`config.mk`:
```
export PLATFORM = sky130hd
export DESIGN_NAME = number_to_ascii_formatter_core
export DESIGN_NICKNAME = d
export VERILOG_FILES = /design/src/rtl/core/nafmt_pkg.sv /design/src/rtl/core/number_to_ascii_formatter_core.sv /design/src/rtl/core/nafmt_seq.sv
export SDC_FILE = /design/constraint.sdc
export NUM_CORES = 1
export LEC_CHECK = 0
export BUFFER_PORTS_ARGS = -buffer_cell sky130_fd_sc_hd__buf_2
export CAP_MARGIN = 25
export CORE_ASPECT_RATIO = 1.75
export CORE_MARGIN = 10
export CORE_UTILIZATION = 35
export DETAILED_ROUTE_END_ITERATION = 10
export PLACE_DENSITY_LB_ADDON = 0.3
export SLEW_MARGIN = 20
export SYNTH_ARGS = -nofsm -noshare
export SYNTH_HDL_FRONTEND = slang
export SYNTH_SLANG_ARGS = --single-unit
```
`constraint.sdc`:
```
create_clock -name clk -period 10.3 [get_ports clk]
set_clock_uncertainty 0.15 [all_clocks]
set_input_delay 2.575 -clock clk [delete_from_list [all_inputs] [get_ports clk]]
set_output_delay 2.575 -clock clk [all_outputs]
set_load 0.05 [all_outputs]
```
`src/rtl/core/nafmt_pkg.sv`:
```
`default_nettype none

package nafmt_pkg;

  localparam logic [2:0] CMD_HEX8    = 3'd0;
  localparam logic [2:0] CMD_HEX8_SP = 3'd1;
  localparam logic [2:0] CMD_HEX32   = 3'd2;
  localparam logic [2:0] CMD_DUMP    = 3'd3;
  localparam logic [2:0] CMD_DEC99   = 3'd4;
  localparam logic [2:0] CMD_DEC16   = 3'd5;
  localparam logic [2:0] CMD_DATE    = 3'd6;
  localparam logic [2:0] CMD_NONE    = 3'd7;

  localparam logic [7:0] CH_SPACE  = 8'h20;
  localparam logic [7:0] CH_DOT    = 8'h2E;
  localparam logic [7:0] CH_ZERO   = 8'h30;
  localparam logic [7:0] CH_LPAREN = 8'h28;
  localparam logic [7:0] CH_RPAREN = 8'h29;
  localparam logic [7:0] CH_ALPHA  = 8'h37;
  localparam logic [7:0] CTRL_LIMIT = 8'h20;
  localparam logic [7:0] DEC99_MAX  = 8'd99;
  localparam logic [5:0] YEAR_MIN   = 6'd10;
  localparam logic [3:0] MONTH_MAX  = 4'd12;

  localparam logic [1:0] WIDX_TENS = 2'd3;
  localparam logic [3:0] HEX8_CHARS  = 4'd2;
  localparam logic [3:0] HEX32_CHARS = 4'd8;

  typedef enum logic [3:0] {
    ST_IDLE,
    ST_HEX,
    ST_SPACE,
    ST_ONE,
    ST_OPEN,
    ST_DIV,
    ST_DPUT,
    ST_UNITS,
    ST_CLOSE
  } state_t;

  typedef struct packed {
    logic       put;
    logic [7:0] code;
    logic       last;
  } emit_t;

  function automatic logic [7:0] hex_char(input logic [3:0] nib);
    logic [7:0] wide;
    wide = {4'h0, nib};
    return (nib > 4'd9) ? (wide + CH_ALPHA) : (wide + CH_ZERO);
  endfunction

  function automatic logic [15:0] dec_weight(input logic [1:0] idx);
    logic [15:0] w;
    case (idx)
      2'd0:    w = 16'd10000;
      2'd1:    w = 16'd1000;
      2'd2:    w = 16'd100;
      default: w = 16'd10;
    endcase
    return w;
  endfunction

  function automatic logic date_ok(input logic [31:0] v);
    return (v[4:0] != 5'd0) && (v[8:5] != 4'd0) && (v[8:5] <= MONTH_MAX) &&
           (v[14:9] > YEAR_MIN);
  endfunction

endpackage

`default_nettype wire

```
`src/rtl/core/number_to_ascii_formatter_core.sv`:
```
// channel  | dir | signals                                   | item
// s_axis   | in  | tvalid tready tdata[31:0] tuser[2:0]      | value, command
// m_axis   | out | tvalid tready tdata[7:0] tlast            | char_code, last
//
// One item gives 0 to 8 characters, at most one per cycle. Hex and dump
// commands emit their characters with no computing step between them;
// each decimal digit but the units is found by repeated subtraction in
// the shared 16-bit subtract/compare unit; the units digit is the rest.
// rst is synchronous; it drops any item in progress and empties the output.
// Output stalls hold the sequencer while it emits; a new item is taken once
// the last character of the previous one sits in the output register.
`default_nettype none

module number_to_ascii_formatter_core (
  input  wire logic        clk,
  input  wire logic        rst,
  input  wire logic        s_axis_tvalid,
  output logic             s_axis_tready,
  input  wire logic [31:0] s_axis_tdata,   // value[31:0]
  input  wire logic [2:0]  s_axis_tuser,   // command[2:0]
  output logic             m_axis_tvalid,
  input  wire logic        m_axis_tready,
  output logic [7:0]       m_axis_tdata,   // char_code[7:0]
  output logic             m_axis_tlast
);

  nafmt_pkg::emit_t emit;
  logic             idle;
  logic             out_free;

  assign out_free      = !m_axis_tvalid || m_axis_tready;
  assign s_axis_tready = idle && !rst;

  nafmt_seq u_seq (
    .clk      (clk),
    .rst      (rst),
    .start    (s_axis_tvalid),
    .in_cmd   (s_axis_tuser),
    .in_val   (s_axis_tdata),
    .out_free (out_free),
    .idle     (idle),
    .emit     (emit)
  );

  always_ff @(posedge clk) begin
    if (rst) begin
      m_axis_tvalid <= 1'b0;
    end else if (emit.put) begin
      m_axis_tvalid <= 1'b1;
    end else if (m_axis_tready) begin
      m_axis_tvalid <= 1'b0;
    end
    if (emit.put) begin
      m_axis_tdata <= emit.code;
      m_axis_tlast <= emit.last;
    end
  end

endmodule

`default_nettype wire

```
`src/rtl/core/nafmt_seq.sv`:
```
`default_nettype none

module nafmt_seq (
  input  wire logic              clk,
  input  wire logic              rst,
  input  wire logic              start,
  input  wire logic [2:0]        in_cmd,
  input  wire logic [31:0]       in_val,
  input  wire logic              out_free,
  output logic                   idle,
  output nafmt_pkg::emit_t       emit
);

  nafmt_pkg::state_t state, state_next;
  logic [2:0]  cmd, cmd_next;
  logic [31:0] val, val_next;
  logic [15:0] work, work_next;
  logic [3:0]  cnt, cnt_next;
  logic [1:0]  widx, widx_next;
  logic [3:0]  digit, digit_next;
  logic        shown, shown_next;
  logic [1:0]  fld, fld_next;

  // shared subtract/compare unit
  logic [15:0] weight;
  logic [15:0] diff;
  logic        ge;

  assign weight = nafmt_pkg::dec_weight(widx);
  assign ge     = (work >= weight);
  assign diff   = work - weight;
  assign idle   = (state == nafmt_pkg::ST_IDLE);

  always_ff @(posedge clk) begin
    if (rst) begin
      state <= nafmt_pkg::ST_IDLE;
    end else begin
      state <= state_next;
    end
    cmd   <= cmd_next;
    val   <= val_next;
    work  <= work_next;
    cnt   <= cnt_next;
    widx  <= widx_next;
    digit <= digit_next;
    shown <= shown_next;
    fld   <= fld_next;
  end

  always_comb begin
    state_next = state;
    cmd_next   = cmd;
    val_next   = val;
    work_next  = work;
    cnt_next   = cnt;
    widx_next  = widx;
    digit_next = digit;
    shown_next = shown;
    fld_next   = fld;
    emit       = '0;

    case (state)
      nafmt_pkg::ST_IDLE: begin
        if (start) begin
          cmd_next = in_cmd;
          case (in_cmd)
            nafmt_pkg::CMD_HEX8, nafmt_pkg::CMD_HEX8_SP: begin
              val_next   = {in_val[7:0], 24'h0};
              cnt_next   = nafmt_pkg::HEX8_CHARS;
              state_next = nafmt_pkg::ST_HEX;
            end
            nafmt_pkg::CMD_HEX32: begin
              val_next   = in_val;
              cnt_next   = nafmt_pkg::HEX32_CHARS;
              state_next = nafmt_pkg::ST_HEX;
            end
            nafmt_pkg::CMD_DUMP: begin
              val_next   = in_val;
              state_next = nafmt_pkg::ST_ONE;
            end
            nafmt_pkg::CMD_DEC99: begin
              work_next  = (in_val[7:0] > nafmt_pkg::DEC99_MAX) ?
                           {8'h0, nafmt_pkg::DEC99_MAX} : {8'h0, in_val[7:0]};
              widx_next  = nafmt_pkg::WIDX_TENS;
              digit_next = 4'd0;
              state_next = nafmt_pkg::ST_DIV;
            end
            nafmt_pkg::CMD_DEC16: begin
              work_next  = in_val[15:0];
              widx_next  = 2'd0;
              digit_next = 4'd0;
              shown_next = 1'b0;
              state_next = nafmt_pkg::ST_DIV;
            end
            nafmt_pkg::CMD_DATE: begin
              if (nafmt_pkg::date_ok(in_val)) begin
                val_next   = in_val;
                fld_next   = 2'd0;
                state_next = nafmt_pkg::ST_OPEN;
              end
            end
            default: begin
            end
          endcase
        end
      end

      nafmt_pkg::ST_HEX: begin
        if (out_free) begin
          emit.put  = 1'b1;
          emit.code = nafmt_pkg::hex_char(val[31:28]);
          emit.last = (cnt == 4'd1) && (cmd != nafmt_pkg::CMD_HEX8_SP);
          val_next  = {val[27:0], 4'h0};
          cnt_next  = cnt - 4'd1;
          if (cnt == 4'd1) begin
            state_next = (cmd == nafmt_pkg::CMD_HEX8_SP) ? nafmt_pkg::ST_SPACE :
                                                            nafmt_pkg::ST_IDLE;
          end
        end
      end

      nafmt_pkg::ST_SPACE: begin
        if (out_free) begin
          emit.put   = 1'b1;
          emit.code  = nafmt_pkg::CH_SPACE;
          emit.last  = 1'b1;
          state_next = nafmt_pkg::ST_IDLE;
        end
      end

      nafmt_pkg::ST_ONE: begin
        if (out_free) begin
          emit.put   = 1'b1;
          emit.code  = (val[7:0] < nafmt_pkg::CTRL_LIMIT) ? nafmt_pkg::CH_DOT : val[7:0];
          emit.last  = 1'b1;
          state_next = nafmt_pkg::ST_IDLE;
        end
      end

      nafmt_pkg::ST_OPEN: begin
        if (out_free) begin
          emit.put   = 1'b1;
          emit.code  = nafmt_pkg::CH_LPAREN;
          work_next  = {10'h0, val[14:9]};
          widx_next  = nafmt_pkg::WIDX_TENS;
          digit_next = 4'd0;
          state_next = nafmt_pkg::ST_DIV;
        end
      end

      nafmt_pkg::ST_DIV: begin
        if (ge) begin
          work_next  = diff;
          digit_next = digit + 4'd1;
        end else begin
          state_next = nafmt_pkg::ST_DPUT;
        end
      end

      nafmt_pkg::ST_DPUT: begin
        if (out_free) begin
          emit.put = 1'b1;
          if ((digit == 4'd0) && !shown && (cmd == nafmt_pkg::CMD_DEC16)) begin
            emit.code = nafmt_pkg::CH_SPACE;
          end else begin
            emit.code  = nafmt_pkg::CH_ZERO | {4'h0, digit};
            shown_next = 1'b1;
          end
          if (widx == nafmt_pkg::WIDX_TENS) begin
            state_next = nafmt_pkg::ST_UNITS;
          end else begin
            widx_next  = widx + 2'd1;
            digit_next = 4'd0;
            state_next = nafmt_pkg::ST_DIV;
          end
        end
      end

      nafmt_pkg::ST_UNITS: begin
        if (out_free) begin
          emit.put  = 1'b1;
          emit.code = nafmt_pkg::CH_ZERO | {4'h0, work[3:0]};
          if (cmd == nafmt_pkg::CMD_DATE) begin
            widx_next  = nafmt_pkg::WIDX_TENS;
            digit_next = 4'd0;
            fld_next   = fld + 2'd1;
            case (fld)
              2'd0: begin
                work_next  = {12'h0, val[8:5]};
                state_next = nafmt_pkg::ST_DIV;
              end
              2'd1: begin
                work_next  = {11'h0, val[4:0]};
                state_next = nafmt_pkg::ST_DIV;
              end
              default: begin
                state_next = nafmt_pkg::ST_CLOSE;
              end
            endcase
          end else begin
            emit.last  = 1'b1;
            state_next = nafmt_pkg::ST_IDLE;
          end
        end
      end

      nafmt_pkg::ST_CLOSE: begin
        if (out_free) begin
          emit.put   = 1'b1;
          emit.code  = nafmt_pkg::CH_RPAREN;
          emit.last  = 1'b1;
          state_next = nafmt_pkg::ST_IDLE;
        end
      end

      default: begin
        state_next = nafmt_pkg::ST_IDLE;
      end
    endcase
  end

endmodule

`default_nettype wire

```
==> flow_summary.json, run 1 <==
{
  "status": "finished clean",
  "synth-main-ff-cell": "edfxtp_1",
  "p_leak_nw": 2.21,
  "drv_cap": 0,
  "hold_class": "register to register",
  "grt-ovfl-total": 0,
  "first_iter_violations": 326,
  "path_max_fanout": 8,
  "critical_path_class": "input port to output port",
  "clock_path_buffers": 2,
  "grt_max_degree": 45,
  "grt_pass1_wl_um": 22200,
  "io_buffers": 49,
  "ant_nets": 0,
  "avgSynthCellArea_sq_um": 9.87,
  "diodes": 0,
  "cts_root_buf": "clkbuf_16",
  "track_usage_pct": 14.8,
  "cp-startpoint": "rst",
  "synthDistinctLibCells": 62,
  "die_x_um": 110,
  "avgRoutedWirePerCell_um": 19.9,
  "maxSlewHeadroom_pct": 39.0,
  "arrival_ps": 3100,
  "coreArea_sq_um": 13800,
  "final_cell_mix": "edfxtp_1, buf_2, a21oi_1, nor2_1, nand2_1",
  "synth_edf_count": 73,
  "num_rows": 57,
  "reg2reg_from": "u_seq.widx[0]",
  "regToRegSetupSlack_ps": 6820,
  "hold_violations": 0,
  "grt_pass1_vias": 4149,
  "die_h_um": 177,
  "crit_end": "s_axis_tready",
  "r2r_end": "u_seq.digit[3]",
  "ioPinCount": 50,
  "cts_hold_buf": 0,
  "design.die.area_sq_um": 19400,
  "cts_buffers": 9,
  "rsz0062_at_grt": "false",
  "finalCritPeriodShare_pct": 56.5,
  "layout_setup_ws_ps": 4480,
  "synth_warnings": 0,
  "n_fill_cell": 1391,
  "whs_path_depth": 2,
  "post-dp-hpwl_um": 11100,
  "layout_commonest_cell": "edfxtp_1",
  "end_kind": "output port",
  "power.density_nw_per_um2": 317,
  "tightest_slew_ps": 910,
  "synth_fp_nets": 563,
  "r2r_cells": 8,
  "path_clk_slew_ps": 60,
  "ys_seq_area_share_pct": 46.5,
  "wl_um": 14400,
  "ys_ff_latch": 78,
  "cts_tree": "built",
  "clock.fmax_mhz": 172,
  "num_vias": 4144,
  "required_ps": 7580,
  "synthArstFlopShare_pct": 0,
  "start_util_pct": 35.6,
  "cts.repair.resized": 0,
  "setup_violations": 0,
  "dp_slack_ps": 4460,
  "area_growth_pct": 16.0,
  "post-route-drc-count": 0,
  "gp_congestion": 0.915,
  "clock_sinks": 78,
  "setup_tns_ps": 0,
  "slew_viol_final": 0,
  "synth_area_sq_um": 4920,
  "cp-start-kind": "input port",
  "drtPass1Iterations": 5,
  "layout.nets": 606,
  "peakVddDrop_v": 0.000129,
  "via_per_inst": 5.72,
  "drive_gt1_share_pct": 14.8,
  "ctsHtreeMaxLevel": 3,
  "antenna_found_initial": 0,
  "period_needed_ps": 5820,
  "post-cts-setup-buffers": 0,
  "syn_inst": 499,
  "clk_latency_ps": 340
}
## worst min-delay path by stage
stage | from | endpoint | slack, ps
after floorplan | u_seq.val[20] | u_seq.val[24] | 350
after global placement | u_seq.val[22] | u_seq.val[26] | 350
after detailed placement | u_seq.val[20] | u_seq.val[24] | 360
after CTS | u_seq.val[20] | u_seq.val[24] | 380
after global routing | u_seq.val[20] | u_seq.val[24] | 400
final | u_seq.val[20] | u_seq.val[24] | 380
## cell usage after synthesis, types with 9 or more instances
master     n  area share (%)
clkbuf_1  18             1.4
edfxtp_1  73              45
a22o_1    19             3.4
o21ai_0   35             3.6
nand2b_1   9             1.1
mux2i_1   14             2.8
nor3_1    15             1.5
inv_1     24             1.8
nand2_1   38             2.9
ha_1      24             6.1
nor2_1    41             3.1
a21oi_1   45             4.6
## cells by family (layout without fill, tap and decap cells)
group | Yosys count | count (layout) | synth area share [%]
XOR/XNOR | 14 | 14 | 2.49
multiplexers | 14 | 14 | 2.85
buffers and inverters | 48 | 96 | 3.76
flip-flops | 78 | 78 | 46.5
adder cells (fa/ha/maj) | 25 | 25 | 6.50
AND/OR/NAND/NOR | 161 | 161 | 16.7
AO/OA/AOI/OAI | 159 | 159 | 21.2
## sequential cells by signal, indices dropped and copies added (netlist names)
register	count
u_seq.val	32
u_seq.work	16
m_axis_tdata	8
u_seq.cnt	4
u_seq.digit	4
u_seq.state	4
u_seq.cmd	3
u_seq.fld	2
u_seq.widx	2
m_axis_tlast	1
m_axis_tvalid	1
u_seq.shown	1
## power by group
part           internal, mW  switching [mW]  total, mW  leakage, nW
Combinational         0.288           0.527      0.815         1.31
Clock                 0.214           0.135      0.349        0.153
Sequential            0.544           0.105      0.649        0.744
## per-layer routing
layer	GRT usage [%]	vias up	share of wire (%)
met5	0	-	0
met4	9.59	0	4.8
met3	2.41	43	4.6
met2	25.5	150	53
met1	16.1	1981	38
li1	-	1970	-
## area by class of cell
type | count | area [sq um] | area share [%]
timing repair buffer | 56 | 318 | 5.56
inverter | 24 | 90.1 | 1.58
clock inverter | 6 | 93.8 | 1.64
tap | 177 | 221 | 3.88
sequential | 78 | 2290 | 40.1
clock buffer | 10 | 229 | 4.01
multi-input combinational | 373 | 2470 | 43.2
## worst max-delay path, stage by stage
cell and delay [ps]:
buf_2 140, nor2_1 100, buf_2 280
## stage by stage
stage / hold slack [ps] / total power [mW] / util, % / cells / cell area (sq um)
global placement: 354 / 1.43 / 38.8 / 707 / 5360
CTS: 381 / 1.81 / 41.3 / 724 / 5710
detailed placement: 364 / 1.46 / 39.0 / 708 / 5390
global route: 401 / 1.92 / 41.3 / 724 / 5710
finish: 380 / 1.81 / 41.3 / 724 / 5710
floorplan: 346 / 1.21 / - / 499 / 4920
Note: power is estimated with default switching activity, not from simulation.
==> inputs of run 2 (changes only) <==
==> constraint.sdc (replaced) <==
create_clock -name clk -period 4.8 [get_ports clk]
set_clock_uncertainty 0.15 [all_clocks]
set_input_delay 1.2 -clock clk [delete_from_list [all_inputs] [get_ports clk]]
set_output_delay 1.2 -clock clk [all_outputs]
set_load 0.05 [all_outputs]
==> run 2 against run 1 <==
Net effect: combinational power increased by 110%; clock power grew 78%; die area unchanged; global-route usage is 0.61 points higher; register-to-register slack got worse by 5400 ps; count of clock-buffer cells in the layout fell by 1; critical path type is now register to output port; via count grew 1.1%; final area down 1.4%; first-iteration DRC count increased by 18%; non-clock buffer count shrank 1; largest power group unchanged; setup slack got worse by 3200 ps.
==> flow_summary.json, run 2 (same netlist as run 1, synthesis figures left out) <==
{
  "status": "finished clean",
  "first_iter_violations": 385,
  "wl_um": 14700,
  "start_util_pct": 35.6,
  "tightest_slew_ps": 878,
  "ioPinCount": 50,
  "design.die.area_sq_um": 19400,
  "drtPass1Iterations": 5,
  "rsz0062_at_grt": "false",
  "grt_pass1_wl_um": 23200,
  "dp_cells": 706,
  "end_kind": "output port",
  "hold_slack_ps": 377,
  "path_max_fanout": 25,
  "maxSlewHeadroom_pct": 41.4,
  "post-dp-hpwl_um": 11300,
  "cp-start-kind": "register",
  "ctsHtreeMaxLevel": 3,
  "regMostFlops": "u_seq.val",
  "coreArea_sq_um": 13800,
  "area_growth_pct": 14.3,
  "clock.fmax_mhz": 285,
  "antenna_found_initial": 0,
  "cts_hold_buf": 0,
  "clock_sinks": 78,
  "grt_pass1_vias": 4318,
  "drive_gt1_share_pct": 14.5,
  "track_usage_pct": 15.4,
  "post-cts-setup-buffers": 0,
  "critical_path_class": "register to output port",
  "total_power_mw": 3.79,
  "arrival_ps": 2160,
  "num_vias": 4191,
  "die_x_um": 110,
  "cts_tree": "built",
  "die_h_um": 177,
  "slew_viol_final": 0,
  "cts_root_buf": "clkbuf_16",
  "top_regs": "u_seq.val: 32 flops, u_seq.work: 16 flops, m_axis_tdata: 8 flops",
  "layout.nets": 605,
  "clk_latency_ps": 350,
  "hold_class": "register to register",
  "p_leak_nw": 2.17,
  "cts_buffers": 9,
  "layout_commonest_cell": "edfxtp_1",
  "hold_violations": 0,
  "power.density_nw_per_um2": 672,
  "avgRoutedWirePerCell_um": 20.4,
  "final-instance-count-excl-fill": 722,
  "cts.repair.resized": 0,
  "setup_violations": 0,
  "num_rows": 57,
  "ant_nets": 0,
  "post-route-drc-count": 0,
  "clock_path_buffers": 2,
  "gp_congestion": 0.966,
  "setup_tns_ps": 0,
  "io_buffers": 49,
  "period_needed_ps": 3510,
  "via_per_inst": 5.80,
  "required_ps": 3450,
  "drv_cap": 0,
  "diodes": 0,
  "peakVddDrop_v": 0.000331,
  "final_cell_mix": "edfxtp_1, buf_2, a21oi_1, nor2_1, nand2_1",
  "finalCritPeriodShare_pct": 73.1,
  "grt-ovfl-total": 0,
  "path_clk_slew_ps": 60,
  "n_fill_cell": 1405,
  "grt_max_degree": 45,
  "largest_reg_flops": 32
}
==> run 2: cell types whose count changed in the layout (fill, tap and decap cells not counted), sizes merged <==
cell	previous run	this run
buf	56	55
bufinv	2	0
clkbuf	10	9
clkinv	2	3
clkinvlp	1	2
==> run 2: area by class of cell <==
cell class	instances	area (sq um)	share of cell area, %
multi-input combinational	373	2470	43.8
sequential	78	2290	40.7
timing repair buffer	55	294	5.22
clock buffer	9	225	4.00
tap	177	221	3.93
inverter	24	90.1	1.60
clock inverter	6	38.8	0.689
==> run 2: through the flow <==
step                setup WS [ps]  area (sq um)  utilization (%)
floorplan                     845          4920                -
global placement             1400          5350             38.7
detailed placement           1320          5350             38.7
CTS                          1290          5620             40.6
global route                 1200          5630             40.7
finish                       1290          5630             40.7
==> run 2: critical path: stages, from the launching register on <==
cell and delay [ps]:
dfxtp_1 590, nor2_1 490, nand2_1 310, nor2_1 150, buf_2 280
==> run 2: path summary, 6_finish.rpt <==
check,startpoint,endpoint,slack [ps],cells after the start
max,u_seq.state[1],s_axis_tready,1290,4
min,u_seq.val[21],u_seq.val[25],380,2
max reg2reg,u_seq.widx[0],u_seq.digit[2],1470,8
min reg2reg,u_seq.val[21],u_seq.val[25],380,2
==> run 2: report_power, final <==
group / internal (mW) / total [mW] / leakage (nW) / switching, mW
combinational: 0.604 / 1.74 / 1.30 / 1.13
sequential: 1.17 / 1.43 / 0.744 / 0.258
clock: 0.346 / 0.621 / 0.127 / 0.276
total: 2.12 / 3.79 / 2.17 / 1.67
==> run 2: routing by layer <==
| layer | global-route usage [%] | vias to the layer above | share of wire (%) |
|---|---|---|---|
| li1 | - | 1969 | - |
| met1 | 16.7 | 1987 | 36 |
| met2 | 26.4 | 192 | 52 |
| met3 | 2.74 | 43 | 6.1 |
| met4 | 10.2 | 0 | 5.8 |
| met5 | 0 | - | 0 |
==> inputs of run 3 (changes only) <==
==> constraint.sdc (replaced) <==
create_clock -name clk -period 3.7 [get_ports clk]
set_clock_uncertainty 0.15 [all_clocks]
set_input_delay 0.925 -clock clk [delete_from_list [all_inputs] [get_ports clk]]
set_output_delay 0.925 -clock clk [all_outputs]
set_load 0.05 [all_outputs]
==> run 3 against run 2 <==
Net effect: via count is 0.88% higher; non-clock buffer count rose by 7; total power rose by 31%; first-iteration DRC count shrank 24%; flip-flop and latch count unchanged; critical path type is now register to register; die area did not move; count of clock-buffer cells in the layout grew 1; hold slack lost 2.7 ps.
==> flow_summary.json, run 3 (same netlist as run 1, synthesis figures left out) <==
{
  "ioPinCount": 50,
  "ctsHtreeMaxLevel": 3,
  "post-cts-setup-buffers": 0,
  "maxSlewHeadroom_pct": 44.3,
  "status": "finished clean",
  "switchingPower_mw": 2.13,
  "setup_tns_ps": 0,
  "end_kind": "register",
  "ant_nets": 0,
  "drtPass1Iterations": 7,
  "power.density_nw_per_um2": 872,
  "cts_tree": "built",
  "design.die.area_sq_um": 19400,
  "start_util_pct": 35.6,
  "layout_commonest_cell": "edfxtp_1",
  "area_growth_pct": 15.9,
  "clock.fmax_mhz": 311,
  "clock_sinks": 78,
  "grt_max_degree": 44,
  "slew_viol_final": 0,
  "peakVddDrop_v": 0.000357,
  "track_usage_pct": 15.2,
  "diodes": 0,
  "p_seq_share_pct": 36.7,
  "cts.repair.resized": 0,
  "cts_hold_buf": 0,
  "p_leak_nw": 2.23,
  "final_cell_mix": "edfxtp_1, buf_2, a21oi_1, nor2_1, nand2_1",
  "largest_reg_flops": 32,
  "critical_path_class": "register to register",
  "period_needed_ps": 3220,
  "clk_latency_ps": 340,
  "coreArea_sq_um": 13800,
  "drv_cap": 0,
  "path_max_fanout": 5,
  "comb_power_share_pct": 45.8,
  "utilization_pct": 41.2,
  "post-route-drc-count": 0,
  "placed_area_sq_um": 5420,
  "grt_pass1_vias": 4225,
  "cts_buffers": 9,
  "die_h_um": 177,
  "clock_path_buffers": 2,
  "grt_pass1_wl_um": 22700,
  "hold_violations": 0,
  "first_iter_violations": 292,
  "n_fill_cell": 1409,
  "via_per_inst": 5.79,
  "num_rows": 57,
  "setup_violations": 0,
  "arrival_ps": 3040,
  "regMostFlops": "u_seq.val",
  "hold_class": "register to register",
  "required_ps": 3520,
  "post-dp-hpwl_um": 11300,
  "antenna_found_initial": 0,
  "tightest_slew_ps": 833,
  "intPower_mw": 2.84,
  "num_vias": 4228,
  "layout.nets": 612,
  "top_regs": "u_seq.val: 32 flops, u_seq.work: 16 flops, m_axis_tdata: 8 flops",
  "wl_um": 14700,
  "cp-start-kind": "register",
  "path_clk_slew_ps": 60,
  "clkPwrFrac_pct": 17.5,
  "grt-ovfl-total": 0,
  "total_power_mw": 4.97,
  "cts_root_buf": "clkbuf_16",
  "finalCritPeriodShare_pct": 87.0,
  "io_buffers": 49,
  "avgRoutedWirePerCell_um": 20.1,
  "drive_gt1_share_pct": 15.6,
  "gp_congestion": 0.938,
  "die_x_um": 110,
  "stdcell_area_sq_um": 5710,
  "swShare_pct": 42.9,
  "rsz0062_at_grt": "false"
}
## run 3: cell types whose count changed in the layout (fill, tap and decap cells not counted), sizes merged
cell	delta
buf	+7
clkinvlp	-2
bufinv	+1
clkbuf	+1
clkinv	+1
## run 3: final timing paths
check	from	endpoint	slack, ps	cells after the start
hold / removal	u_seq.val[26]	u_seq.val[30]	370	2
hold reg to reg	u_seq.val[26]	u_seq.val[30]	370	2
setup reg to reg	u_seq.widx[0]	u_seq.digit[0]	480	8
setup / recovery	u_seq.widx[0]	u_seq.digit[0]	480	8
## run 3: cell type report
type | count | area (sq um) | area share [%]
Multi-Input combinational cell | 373 | 2470 | 43.3
Sequential cell | 78 | 2290 | 40.2
Timing Repair Buffer | 62 | 343 | 6.01
Clock buffer | 10 | 229 | 4.01
Tap cell | 177 | 221 | 3.88
Inverter | 24 | 90.1 | 1.58
Clock inverter | 6 | 61.3 | 1.07
## run 3: routing by layer
layer,vias to the layer above,part of all wire [%],global-route usage (%)
li1,1984,-,-
met3,44,5.1,3.03
met4,0,5.0,8.77
met2,152,52,26.3
met5,-,0,0
met1,2048,38,16.6
## run 3: power by group through the flow
stage	combinational, mW	clock (mW)	sequential [mW]
floorplan	1.48	0	1.90
global placement	2.24	0	1.83
detailed placement	2.26	0	1.83
CTS	2.28	0.886	1.81
global route	2.51	0.920	1.86
finish	2.28	0.871	1.82
## run 3: critical path, cell delays in order (launching register included)
cell,delay [ps]
edfxtp_1,460
ha_1,290
o21bai_1,200
ha_1,380
nand2_1,100
or4_1,530
a21oi_1,140
nor2_1,80
a211oi_1,520
## run 3: metrics by stage
stage	instances	worst slack (ps)	hold WS [ps]
floorplan	499	20.2	346
detailed placement	714	519	362
global placement	714	661	354
global route	730	286	397
CTS	730	492	379
finish	730	481	374
